[src/hw/rtl/sbsi_pkg.sv]
// shared types, constants and helpers of the segment box slab intersect unit
package sbsi_pkg;

   // fixed point layout
   localparam int FRAC_BITS = 16;
   localparam int CRD_W     = 32;
   localparam int DIF_W     = CRD_W + 1;
   localparam int MAG_W     = CRD_W;
   localparam int PROD_W    = 2 * MAG_W;
   localparam int EPS_W     = 16;
   localparam int EPRD_W    = EPS_W + MAG_W;
   localparam int PAR_W     = (MAG_W + FRAC_BITS > EPRD_W) ? MAG_W + FRAC_BITS : EPRD_W;
   localparam int WIDE_W    = 64;
   localparam int FACE_W    = 3;

   localparam int NUM_AXES  = 3;
   localparam int NUM_LANES = 2 * NUM_AXES;
   localparam int DIV_STEPS = PROD_W;

   // quotient clamp and the unbounded time marker
   localparam logic [PROD_W-1:0]        QUO_LIM = 64'h2000_0000_0000_0000;
   localparam logic signed [WIDE_W-1:0] T_UNB   = 64'sh2000_0001_0000_0000;

   localparam logic [EPS_W-1:0] EPS_RESET = 16'd1;

   typedef logic [FACE_W-1:0] face_type;
   localparam face_type FACE_NONE = 3'd6;

   // register indexes of the configuration port
   typedef enum logic [2:0] {
      CSR_LOW_X  = 3'd0,
      CSR_LOW_Y  = 3'd1,
      CSR_LOW_Z  = 3'd2,
      CSR_HIGH_X = 3'd3,
      CSR_HIGH_Y = 3'd4,
      CSR_HIGH_Z = 3'd5,
      CSR_EPS    = 3'd6
   } csr_idx_type;

   // one restoring division in flight: remainder, dividend bits turning into quotient
   typedef struct packed {
      logic [MAG_W-1:0]  rem;
      logic [PROD_W-1:0] num;
      logic [MAG_W-1:0]  dvs;
      logic              neg;
   } div_lane_type;

   // item context carried beside the divisions
   typedef struct packed {
      logic                               valid;
      logic                               degen;
      logic                               fwd;
      logic [NUM_AXES-1:0]                par;
      logic [CRD_W-1:0]                   t0;
      logic [NUM_AXES-1:0][CRD_W-1:0]     sp;
   } ctx_type;

   // one result beat
   typedef struct packed {
      logic             valid;
      logic             hit;
      logic             degen;
      logic [CRD_W-1:0] entry_time;
      logic [CRD_W-1:0] exit_time;
      face_type         entry_face;
      face_type         exit_face;
   } res_type;

   // sign extension helpers
   function automatic logic signed [DIF_W-1:0] sext(input logic [CRD_W-1:0] v);
      return DIF_W'($signed(v));
   endfunction

   function automatic logic signed [WIDE_W-1:0] wide(input logic [CRD_W-1:0] v);
      return WIDE_W'($signed(v));
   endfunction

endpackage

[src/hw/rtl/sbsi_div_cell.sv]
// one cell of the divider chain: one quotient bit for every lane
module sbsi_div_cell (
   input  logic                                              clock,
   input  logic                                              reset,
   input  logic                                              adv,
   input  sbsi_pkg::div_lane_type [sbsi_pkg::NUM_LANES-1:0]  up_lane,
   input  sbsi_pkg::ctx_type                                 up_ctx,
   output sbsi_pkg::div_lane_type [sbsi_pkg::NUM_LANES-1:0]  dn_lane,
   output sbsi_pkg::ctx_type                                 dn_ctx
);
   import sbsi_pkg::*;

   logic [MAG_W:0]               trial [NUM_LANES];
   logic [MAG_W:0]               diff  [NUM_LANES];
   logic [NUM_LANES-1:0]         fits;
   div_lane_type [NUM_LANES-1:0] lane_in, lane_ff;
   ctx_type                      ctx_ff;

   // restoring step: shift in the next dividend bit, subtract when it fits
   always_comb begin
      for (int l = 0; l < NUM_LANES; l++) begin
         trial[l] = {up_lane[l].rem, up_lane[l].num[PROD_W-1]};
         diff[l]  = trial[l] - {1'b0, up_lane[l].dvs};
         fits[l]  = (trial[l] >= {1'b0, up_lane[l].dvs});
         lane_in[l].rem = fits[l] ? diff[l][MAG_W-1:0] : trial[l][MAG_W-1:0];
         lane_in[l].num = {up_lane[l].num[PROD_W-2:0], fits[l]};
         lane_in[l].dvs = up_lane[l].dvs;
         lane_in[l].neg = up_lane[l].neg;
      end
   end

   always_ff @(posedge clock) begin
      if (reset) begin
         ctx_ff.valid <= 1'b0;
      end else if (adv) begin
         ctx_ff <= up_ctx;
      end
   end

   always_ff @(posedge clock) begin
      if (adv) begin
         lane_ff <= lane_in;
      end
   end

   assign dn_lane = lane_ff;
   assign dn_ctx  = ctx_ff;

endmodule

[config.mk]
export PLATFORM = sky130hd
export DESIGN_NAME = sbsi_div_cell
export DESIGN_NICKNAME = d
export VERILOG_FILES = /design/src/hw/rtl/sbsi_pkg.sv /design/src/hw/rtl/sbsi_div_cell.sv
export SDC_FILE = /design/constraint.sdc
export NUM_CORES = 1
export LEC_CHECK = 0
export BUFFER_PORTS_ARGS = -buffer_cell sky130_fd_sc_hd__buf_2
export CORE_AREA = 4 4 709 711
export DETAILED_ROUTE_END_ITERATION = 10
export DIE_AREA = 0 0 713 715
export GPL_TIMING_DRIVEN = 0
export PLACE_DENSITY = 0.3
export SETUP_SLACK_MARGIN = 0.15
export SYNTH_ARGS = -nofsm -noshare
export SYNTH_HDL_FRONTEND = slang
export SYNTH_SLANG_ARGS = --single-unit
[constraint.sdc]
create_clock -name clock -period 11.25 [get_ports clock]
set_clock_uncertainty 0.05 [all_clocks]
set_input_delay 1.125 -clock clock [delete_from_list [all_inputs] [get_ports clock]]
set_output_delay 1.125 -clock clock [all_outputs]
set_load 0.01 [all_outputs]
# == Word level (Yosys, flattened, before mapping) ==
# Cells that the tools add are included.
# W data, S select, Z words.
# classes
eq_ne,0
div,0
mul,0
add_sub_neg,6
bitwise,1
order_cmp,6
reduce_logical,1
muxes,6
shifts,0
# ops
cell,n
$ge A33 B32 Y1,6
$mux W32,6
$sub A32 B32 Y32,6
$reduce_and A2 Y1,1
$not A1 Y1,1
# word_totals
rom_bits,0
ram_bits,0
memories,0
word_cells,52
latchBits,0
reg_bits,908

# == Depth between registers and ports, before layout ==
# Gate-level depths: netlist (run 1).
# logic_depth
ltp_word,2
ltp_mapped,15

# == Worst setup path before layout (run 1) ==
# No wires, ideal clock.
# synth_path
path_kind,input-to-reg
start,input reset
end,"register ctx_ff, in the netlist dn_ctx[0] (enable)"
path_buffers,0
path_stages,1
setup_slack_ns,3.529
arrival_ns,7.026
required_time_ns,10.555
path_cell_list,nor2b_1
# synth_between
elab_chain_cells,2
# synth_lines
item,line_no,text
from (decl),sbsi_div_cell.sv:4,"input logic reset,"
$not A1 Y1 (no source line),--,
$reduce_and A2 Y1 (no source line),--,
to (signal assigned),sbsi_div_cell.sv:36,ctx_ff <= up_ctx;
to (decl),sbsi_div_cell.sv:17,ctx_type ctx_ff;
# Every way passes these cells.
# A chain may end at the register's enable or synchronous reset.

==> results of run 1 <==
## worst register-to-register path, cell delays in order, from the launching register on
cell and delay (ns):
dfxtp_1 0.32, mux2i_1 0.13, nor2_1 0.05
## cell families (layout without fill, tap and decap cells)
group                      Yosys count  after routing
buffers and inverters              296           2380
AOI/OAI and AO/OA                  622            622
and+or+nand+nor                    519            519
adders and majority gates          198            198
other                                0             76
DFF                                908            908
muxes                              121            121
xor gates and xnor gates           165            165
## stage by stage
stage / area [sq um] / std cells / setup WS (ns)
after detailed placement: 58000 / 11300 / 4.84
final: 62800 / 11600 / 6.08
after global routing: 62700 / 11600 / 5.79
after global placement: 57700 / 11300 / -16.01
after floorplan: 40200 / 2829 / 3.53
after CTS: 62600 / 11600 / 5.76
## sequential cells by signal, indices dropped and copies added (netlist names)
| register | cells |
|---|---|
| dn_lane | 774 |
| dn_ctx | 134 |
## how the worst max path moves through the flow
stage,to,slack [ns],cells past startpoint
after floorplan,dn_ctx[0],3.53,1
after global placement,dn_ctx[24],-16.01,2
after detailed placement,dn_lane[386],4.84,13
after CTS,dn_lane[386],5.76,13
after global routing,dn_lane[614],5.79,14
final,dn_lane[614],6.08,14
## cell usage after synthesis (5+ instances only)
cell      count
nand2b_1     14
mux2i_1      12
a21boi_0      5
ha_1        192
a211oi_1      8
nand4_1      35
xor2_1       63
inv_1       243
clkbuf_1     33
nand2_1     163
o31ai_1      18
nor3_1       17
xnor2_1     102
and2_1       14
nor2b_1      28
a221oi_1      6
o21bai_1     24
buf_6         6
o21a_1       25
a211o_1       6
fa_1          6
a21o_1       88
or3_1        18
mux2_1        5
nor2_1      156
mux2_4       25
o21ai_0     120
nor4_1        8
edfxtp_1    907
nand3_1      31
a31o_2        7
and3_1       16
buf_2         7
o211ai_1     13
a21oi_1     221
mux2_2       79
a31oi_1      22
## cell type report
type                            count  share of cell area
Inverter                          243              0.0145
Antenna cell                       76             0.00303
Sequential cell                   908               0.434
Buffer                             53             0.00420
Multi-Input combinational cell   1625               0.188
Clock inverter                     86              0.0143
Timing Repair Buffer             1832               0.150
Clock buffer                      166              0.0593
Tap cell                         6655               0.133
## power by group through the flow
stage | Combinational [uW] | Clock [uW] | Sequential [uW]
after floorplan | 677 | 0 | 4440
after global placement | 2150 | 0 | 4390
after detailed placement | 2150 | 0 | 4290
after CTS | 2160 | 4900 | 4230
after global routing | 2260 | 4980 | 4250
final | 2080 | 4600 | 4220
## metal layers
metal  share of wire  up-vias
met3           0.097      789
li1                -    14700
met5          0.0017        -
met4           0.033       96
met2            0.48     2005
met1            0.39    16800
==> flow_metrics.py, run 1 <==
metrics = {
    "power_and_ir_drop": {
        "pwr-share-comb": 0.190,
        "finalPower_uw": 10900,
        "seqPwrFrac": 0.387,
        "p_clk_frac": 0.422,
        "power_switching_uw": 3410,
        "p_int_uw": 7490,
        "power.density_nw_per_um2": 174,
        "p_leak_uw": 0.0251,
        "p_sw_frac": 0.313,
        "ir_drop_v": 0.000111,
    },
    "clock_tree": {
        "clk_latency_ns": 0.88,
        "clk_root_buffer_cell": "clkbuf_16",
        "numCtsBuffers": 144,
        "ctsLongestPathBuffers": 4,
        "htree_levels": 4,
        "clk_pin_slew_worst_paths_ns": 0.07,
        "hold_buffers": 0,
        "cts_tree": "built",
        "post_cts_buffers": 0,
        "ctsResizeCount": 0,
        "cts.sinks": 908,
    },
    "yosys": {
        "synth_top_family_by_area": "compound AO/OA/AOI/OAI gates",
        "synth_xor_area_frac": 0.0359,
        "synth.area.top_cells": "edfxtp_1, ha_1, a21oi_1",
        "synth_enable_flop_cells": 907,
        "synthSimpleGateAreaFrac": 0.0602,
        "yosysTopAreaCell": "edfxtp_1",
        "yosysTopAreaCellShare": 0.677,
        "yosysWarnings": 0,
        "synth_compound_area_frac": 0.0986,
        "synth.yosys.seq_area_share": 0.678,
        "syn_inst": 2829,
        "syn_area_sq_um": 40200,
        "synth_fa_ha_area_frac": 0.0627,
        "synthMuxAreaShare": 0.0358,
        "synth_ff_type": "edfxtp_1",
        "synth_cell_type_count": 81,
        "async_flop_share": 0,
        "syn_area_per_cell_sq_um": 14.2,
        "syn_nets": 3938,
        "ys_ff_latch": 908,
    },
    "final_layout": {
        "regArea_sq_um": 27300,
        "final_common_cell": "buf_2",
        "area_growth_pct": 56.2,
        "layout_common_cells": "buf_2, edfxtp_1, inv_1",
        "multi_input_area_sq_um": 11800,
        "nNetsFinal": 5916,
        "final_util": 0.127,
        "fillers": 56600,
        "drive_gt1_frac": 0.446,
    },
    "timing": {
        "finalSetupViolations": 0,
        "holdWs_ns": 0.368,
        "max_freq_mhz": 193,
        "hold_viol": 0,
        "fin_crit_ns": 5.17,
        "relSlewSlack": 0.165,
        "worst_pin_slew_ns": 1.24,
        "slew_viol_final": 0,
        "setup_tns_ns": 0,
        "fin_crit_sh": 0.459,
        "grt_setup_unrepaired": "false",
    },
    "worst_setup_path": {
        "cp_common_cell": "nor2_1",
        "path_cells": "buf_2, inv_1, ha_1, nand2_1, nor2_1, nor2_1, nor2_1, a21oi_1, nor4_1, a21oi_1, o21ai_1, a31oi_2, buf_6, mux2i_1",
        "startpoint": "up_lane[526]",
        "path_buf_inv": 3,
        "critPathKind": "input port to flip-flop",
        "worstRegToRegCells": 2,
        "cpPeakStageDelay_ns": 0.67,
        "worstSetupEndpointType": "flip-flop",
        "r2r_slack_ns": 10.60,
        "crit_slowest_cell": "nor2_1",
        "worstPathMaxFanout": 10,
        "worst_ep_arrival_time_ns": 5.65,
        "critPathLaunchType": "input port",
        "rr_startpoint": "dn_ctx[133]",
        "crit_family": "simple AND/OR/NAND/NOR gates",
        "rr_endpoint": "dn_ctx[133]",
        "required_ns": 11.74,
    },
    "global_route": {
        "grtUsageMet2": 0.231,
        "antenna_found_initial": 404,
        "use_met3": 0.0543,
        "grt_pass1_wl_um": 433000,
        "grt_pass1_vias": 34600,
        "top_usage_layer": "met2",
        "grt_remaining_overflow": 0,
        "gr-usage-met1": 0.154,
        "grtUsageTotal": 0.134,
        "grt_max_degree": 115,
    },
    "placement": {
        "dpl.hpwl_um": 316000,
        "io_buffers": 1818,
        "gp_congestion": 0.944,
    },
    "flow_run": {
        "cap_violations": 0,
    },
    "floorplan": {
        "die_area_sq_um": 510000,
        "rows": 259,
        "fp.dieW_um": 713,
        "die_y_um": 715,
        "io_pins": 1819,
        "start_util": 0.0810,
        "core_sq_um": 496000,
    },
    "drt": {
        "wl_um": 358000,
        "routed_via_density": 2.95,
        "drc": 0,
        "ant_nets": 0,
        "drtIter0Drc": 2240,
        "num_vias": 34300,
        "routedWlPerCell_um": 30.8,
        "drtPass1Iterations": 5,
    },
    "min_path": {
        "min_path_type": "input port to flip-flop",
        "min_to": "dn_ctx[116]",
        "worstHoldPathCells": 1,
        "hp-start": "up_ctx[116]",
    },
    "status": {
        "outcome": "finished, final reports clean",
    },
}
(Power assumes the default switching activity.)
==> inputs of run 2 (changes only) <==
Clock period 11.25 ns to 5.35 ns, I/O delays scaled along.
==> flow_metrics.py, run 2 (synthesis gave the netlist of run 1 again) <==
metrics = {
    "power_and_ir_drop": {
        "p_sw_frac": 0.311,
        "p_int_uw": 16500,
        "power.density_nw_per_um2": 334,
        "ir_drop_v": 0.000218,
        "pwr-share-comb": 0.207,
        "p_clk_frac": 0.421,
        "seqPwrFrac": 0.372,
        "power_switching_uw": 7440,
        "p_leak_uw": 0.0288,
    },
    "timing": {
        "hold_viol": 0,
        "finalSetupViolations": 0,
        "fin_crit_ns": 4.92,
        "worst_pin_slew_ns": 1.04,
        "max_freq_mhz": 203,
        "setup_tns_ns": 0,
        "fin_crit_sh": 0.920,
        "slew_viol_final": 0,
        "relSlewSlack": 0.298,
        "grt_setup_unrepaired": "false",
    },
    "drt": {
        "routedWlPerCell_um": 27.9,
        "highest_layer": "met5",
        "num_vias": 37300,
        "drc": 0,
        "drtIter0Drc": 2285,
        "routed-wl-met2_um": 168000,
        "routed_via_density": 2.98,
        "drtPass1Iterations": 7,
        "ant_nets": 0,
        "wl_met1_um": 136000,
        "wl_um": 349000,
        "met3_length_um": 30400,
    },
    "global_route": {
        "grt_pass1_wl_um": 432000,
        "grtUsageTotal": 0.131,
        "grt_max_degree": 105,
        "grt_remaining_overflow": 0,
        "grt_pass1_vias": 38900,
        "antenna_found_initial": 342,
    },
    "placement": {
        "gp_congestion": 0.914,
        "dpl.hpwl_um": 305000,
        "io_buffers": 1818,
        "dp_cells": 11300,
        "placed_area_sq_um": 58000,
    },
    "floorplan": {
        "fp.dieW_um": 713,
        "die_area_sq_um": 510000,
        "die_y_um": 715,
        "io_pins": 1819,
        "start_util": 0.0810,
        "rows": 259,
        "core_sq_um": 496000,
    },
    "final_layout": {
        "area_growth_pct": 78.1,
        "final_common_cell": "buf_2",
        "layout_common_cells": "buf_2, edfxtp_1, dlygate4sd3_1",
        "largest_register_ffs": 774,
        "nNetsFinal": 6779,
        "final_design_area_no_fill_sq_um": 71700,
        "instances_no_fill": 12500,
        "drive_gt1_frac": 0.379,
    },
    "worst_setup_path": {
        "worstPathMaxFanout": 10,
        "worst_ep_arrival_time_ns": 5.29,
        "required_ns": 5.72,
        "worstRegToRegCells": 3,
        "worstSetupEndpointType": "flip-flop",
        "critPathLaunchType": "input port",
        "r2r_slack_ns": 4.15,
        "critPathKind": "input port to flip-flop",
    },
    "clock_tree": {
        "clk_pin_slew_worst_paths_ns": 0.05,
        "numCtsBuffers": 147,
        "post_cts_buffers": 0,
        "clk_root_buffer_cell": "clkbuf_16",
        "clk_latency_ns": 0.85,
        "cts.sinks": 908,
        "htree_levels": 4,
        "cts_tree": "built",
        "ctsLongestPathBuffers": 4,
    },
    "min_path": {
        "worstHoldPathCells": 1,
        "min_path_type": "input port to flip-flop",
    },
    "flow_run": {
        "cap_violations": 0,
    },
    "status": {
        "outcome": "finished, final reports clean",
    },
}
## run 2: through the flow
step | hold slack [ns] | util | total power, uW | setup WS [ns]
after floorplan | 0.478 | - | 10800 | 0.861
after global placement | 0.428 | 0.116 | 13600 | -17.98
final | 0.0977 | 0.144 | 23900 | 0.430
after global routing | 0.0418 | 0.144 | 25200 | 0.168
after CTS | 0.00620 | 0.144 | 24700 | 0.162
after detailed placement | 0.436 | 0.117 | 13400 | -0.784
## run 2: critical path: stages
cell and delay (ns):
dlygate4sd3_1 0.63, buf_2 0.26, inv_1 0.07, ha_1 0.37, a21oi_1 0.18, nor2b_1 0.11, or3_1 0.41, nor2_2 0.22
o31ai_2 0.16, a311oi_2 0.57, o31ai_2 0.16, a311oi_4 0.63, clkbuf_1 0.44, o21ai_0 0.50
## run 2: what timing repair did
| item | CTS | global route |
|---|---|---|
| resized for setup | 0 | 1 |
| endpoints found under the setup margin | 0 | 12 |
| hold buffers | 861 | 0 |
| hold endpoints to repair | 869 | 0 |
## run 2: final timing paths
path / end / from
max reg2reg: dn_ctx[133] / dn_ctx[133]
min reg2reg: dn_ctx[133] / dn_ctx[133]
max: dn_lane[760] / up_lane[651]
min: dn_lane[27] / up_lane[27]
## run 2: area by class of cell
| type | count | area, sq um |
|---|---|---|
| Tap cell | 6655 | 8330 |
| Clock inverter | 96 | 1050 |
| Fill cell | 56200 | 425000 |
| Buffer | 53 | 264 |
| Antenna cell | 77 | 193 |
| Sequential cell | 908 | 27300 |
| Multi-Input combinational cell | 1625 | 11800 |
| Inverter | 243 | 912 |
| Timing Repair Buffer | 2692 | 18000 |
| Clock buffer | 169 | 3790 |
## run 2: power groups by stage
stage	logic (uW)	clock network, uW	registers, uW
2_1_floorplan	1420	0	9340
3_3_place_gp	4360	0	9240
3_5_place_dp	4370	0	9040
4_1_cts	5150	10700	8910
5_1_grt	5370	10900	8950
6_report	4940	10100	8890
## run 2: per-layer routing
metal | vias to the layer above | global-route usage
li1 | 16400 | -
met1 | 18300 | 0.149
met2 | 1903 | 0.223
met3 | 693 | 0.0458
met4 | 68 | 0.0478
met5 | - | 0.00224
==> inputs of run 3 (changes only) <==
Settings changed: CTS_BUF_LIST set to sky130_fd_sc_hd__clkbuf_4 sky130_fd_sc_hd__clkbuf_8.
==> flow_metrics.py, run 3 (synthesis gave the netlist of run 1 again) <==
metrics = {
    "clock_tree": {
        "clk_root_buffer_cell": "clkbuf_8",
        "clk_latency_ns": 1.04,
        "ctsLongestPathBuffers": 4,
        "clk_pin_slew_worst_paths_ns": 0.05,
        "cts.sinks": 908,
        "htree_levels": 4,
        "cts_tree": "built",
        "post_cts_buffers": 0,
        "numCtsBuffers": 205,
        "hold_buffers": 1078,
        "ctsResizeCount": 0,
    },
    "power_and_ir_drop": {
        "power.density_nw_per_um2": 314,
        "power_switching_uw": 7330,
        "pwr-share-comb": 0.222,
        "p_sw_frac": 0.318,
        "p_int_uw": 15700,
        "p_clk_frac": 0.393,
        "ir_drop_v": 0.000210,
        "seqPwrFrac": 0.386,
        "p_leak_uw": 0.0296,
    },
    "placement": {
        "place_ws_ns": -0.784,
        "dp_cells": 11300,
        "dpl.hpwl_um": 305000,
        "io_buffers": 1818,
        "placed_area_sq_um": 58000,
        "gp_congestion": 0.914,
    },
    "worst_setup_path": {
        "cpPeakStageDelay_ns": 0.64,
        "critPathKind": "input port to flip-flop",
        "path_cells": "dlygate4sd3_1, buf_2, inv_1, ha_1, nor2b_1, o31a_2, o211a_1, o21ai_1, a2111oi_0, or3_1, a21oi_1, o41ai_2, o21ai_2, mux2_2, dlygate4sd3_1",
        "cp_common_cell": "dlygate4sd3_1",
        "required_ns": 6.05,
        "worstSetupEndpointType": "flip-flop",
        "critPathLaunchType": "input port",
        "worst_ep_arrival_time_ns": 5.67,
        "crit_slowest_cell": "o21ai_2",
        "crit_family": "compound AO/OA/AOI/OAI gates",
        "path_buf_inv": 4,
        "worstPathMaxFanout": 6,
    },
    "global_route": {
        "grt_max_degree": 105,
        "grt_pass1_wl_um": 437000,
        "grtUsageTotal": 0.131,
        "antenna_found_initial": 341,
        "grt_pass1_vias": 40200,
        "grt_remaining_overflow": 0,
    },
    "drt": {
        "wl_um": 352000,
        "num_vias": 38700,
        "drc": 0,
        "routedWlPerCell_um": 27.4,
        "drtPass1Iterations": 5,
        "routed_via_density": 3.01,
        "drtIter0Drc": 2455,
        "ant_nets": 0,
    },
    "final_layout": {
        "final_design_area_no_fill_sq_um": 73400,
        "largest_register_ffs": 774,
        "final_util": 0.148,
        "instances_no_fill": 12800,
        "drive_gt1_frac": 0.379,
        "area_growth_pct": 82.5,
        "layout_common_cells": "buf_2, dlygate4sd3_1, edfxtp_1",
        "nNetsFinal": 7054,
        "final_common_cell": "buf_2",
        "fillers": 56200,
    },
    "timing": {
        "finalSetupViolations": 0,
        "max_freq_mhz": 201,
        "setup_ws_ns": 0.382,
        "setup_tns_ns": 0,
        "fin_crit_ns": 4.97,
        "fin_crit_sh": 0.929,
        "hold_viol": 0,
        "relSlewSlack": 0.297,
        "worst_pin_slew_ns": 1.04,
        "grt_setup_unrepaired": "false",
        "slew_viol_final": 0,
    },
    "floorplan": {
        "die_y_um": 715,
        "start_util": 0.0810,
        "rows": 259,
        "fp.dieW_um": 713,
        "die_area_sq_um": 510000,
        "core_sq_um": 496000,
        "io_pins": 1819,
    },
    "flow_run": {
        "cap_violations": 0,
    },
    "status": {
        "outcome": "finished, final reports clean",
    },
    "min_path": {
        "min_path_type": "input port to flip-flop",
    },
}
## run 3: stage by stage
step	hold WS [ns]	total power [uW]
after floorplan	0.478	10800
after global placement	0.428	13600
after detailed placement	0.436	13400
after CTS	0.000350	23900
after global routing	0.0591	24400
final	0.165	23100
## run 3: area by class of cell
class	count	area, sq um	share of cell area
well taps	6655	8330	0.113
clock buffers	265	3320	0.0453
clock inverters	103	1090	0.0148
repair buffers	2909	20200	0.275
multi-input cells	1625	11800	0.161
plain buffers	53	264	0.00360
flip-flops and latches	908	27300	0.371
diodes	84	210	0.00286
inverters	243	912	0.0124
## run 3: worst reg2reg max path: stages, from the launching register on
cell and delay (ns):
dfxtp_1 0.31, mux2i_1 0.13, nor2_1 0.06, dlygate4sd3_1 0.54
## run 3: power by group through the flow
stage	logic (uW)	clock network, uW	registers, uW
2_1_floorplan	1420	0	9340
3_3_place_gp	4360	0	9240
3_5_place_dp	4370	0	9040
4_1_cts	5320	9700	8910
5_1_grt	5550	9900	8950
6_report	5110	9060	8900
## run 3: final timing paths
| path | slack, ns | cells after the start | startpoint | to |
|---|---|---|---|---|
| worst min-delay path | 0.17 | 3 | up_lane[512] | dn_lane[513] |
| worst max register to register | 4.15 | 3 | dn_ctx[133] | dn_ctx[133] |
| worst max-delay path | 0.38 | 15 | up_lane[260] | dn_lane[358] |
| worst min register to register | 1.00 | 3 | dn_ctx[133] | dn_ctx[133] |
## run 3: routing by layer
layer	routed length, um	global-route usage
met4	12800	0.0384
met5	546	0.00224
met1	138000	0.151
met3	29200	0.0442
met2	171000	0.229
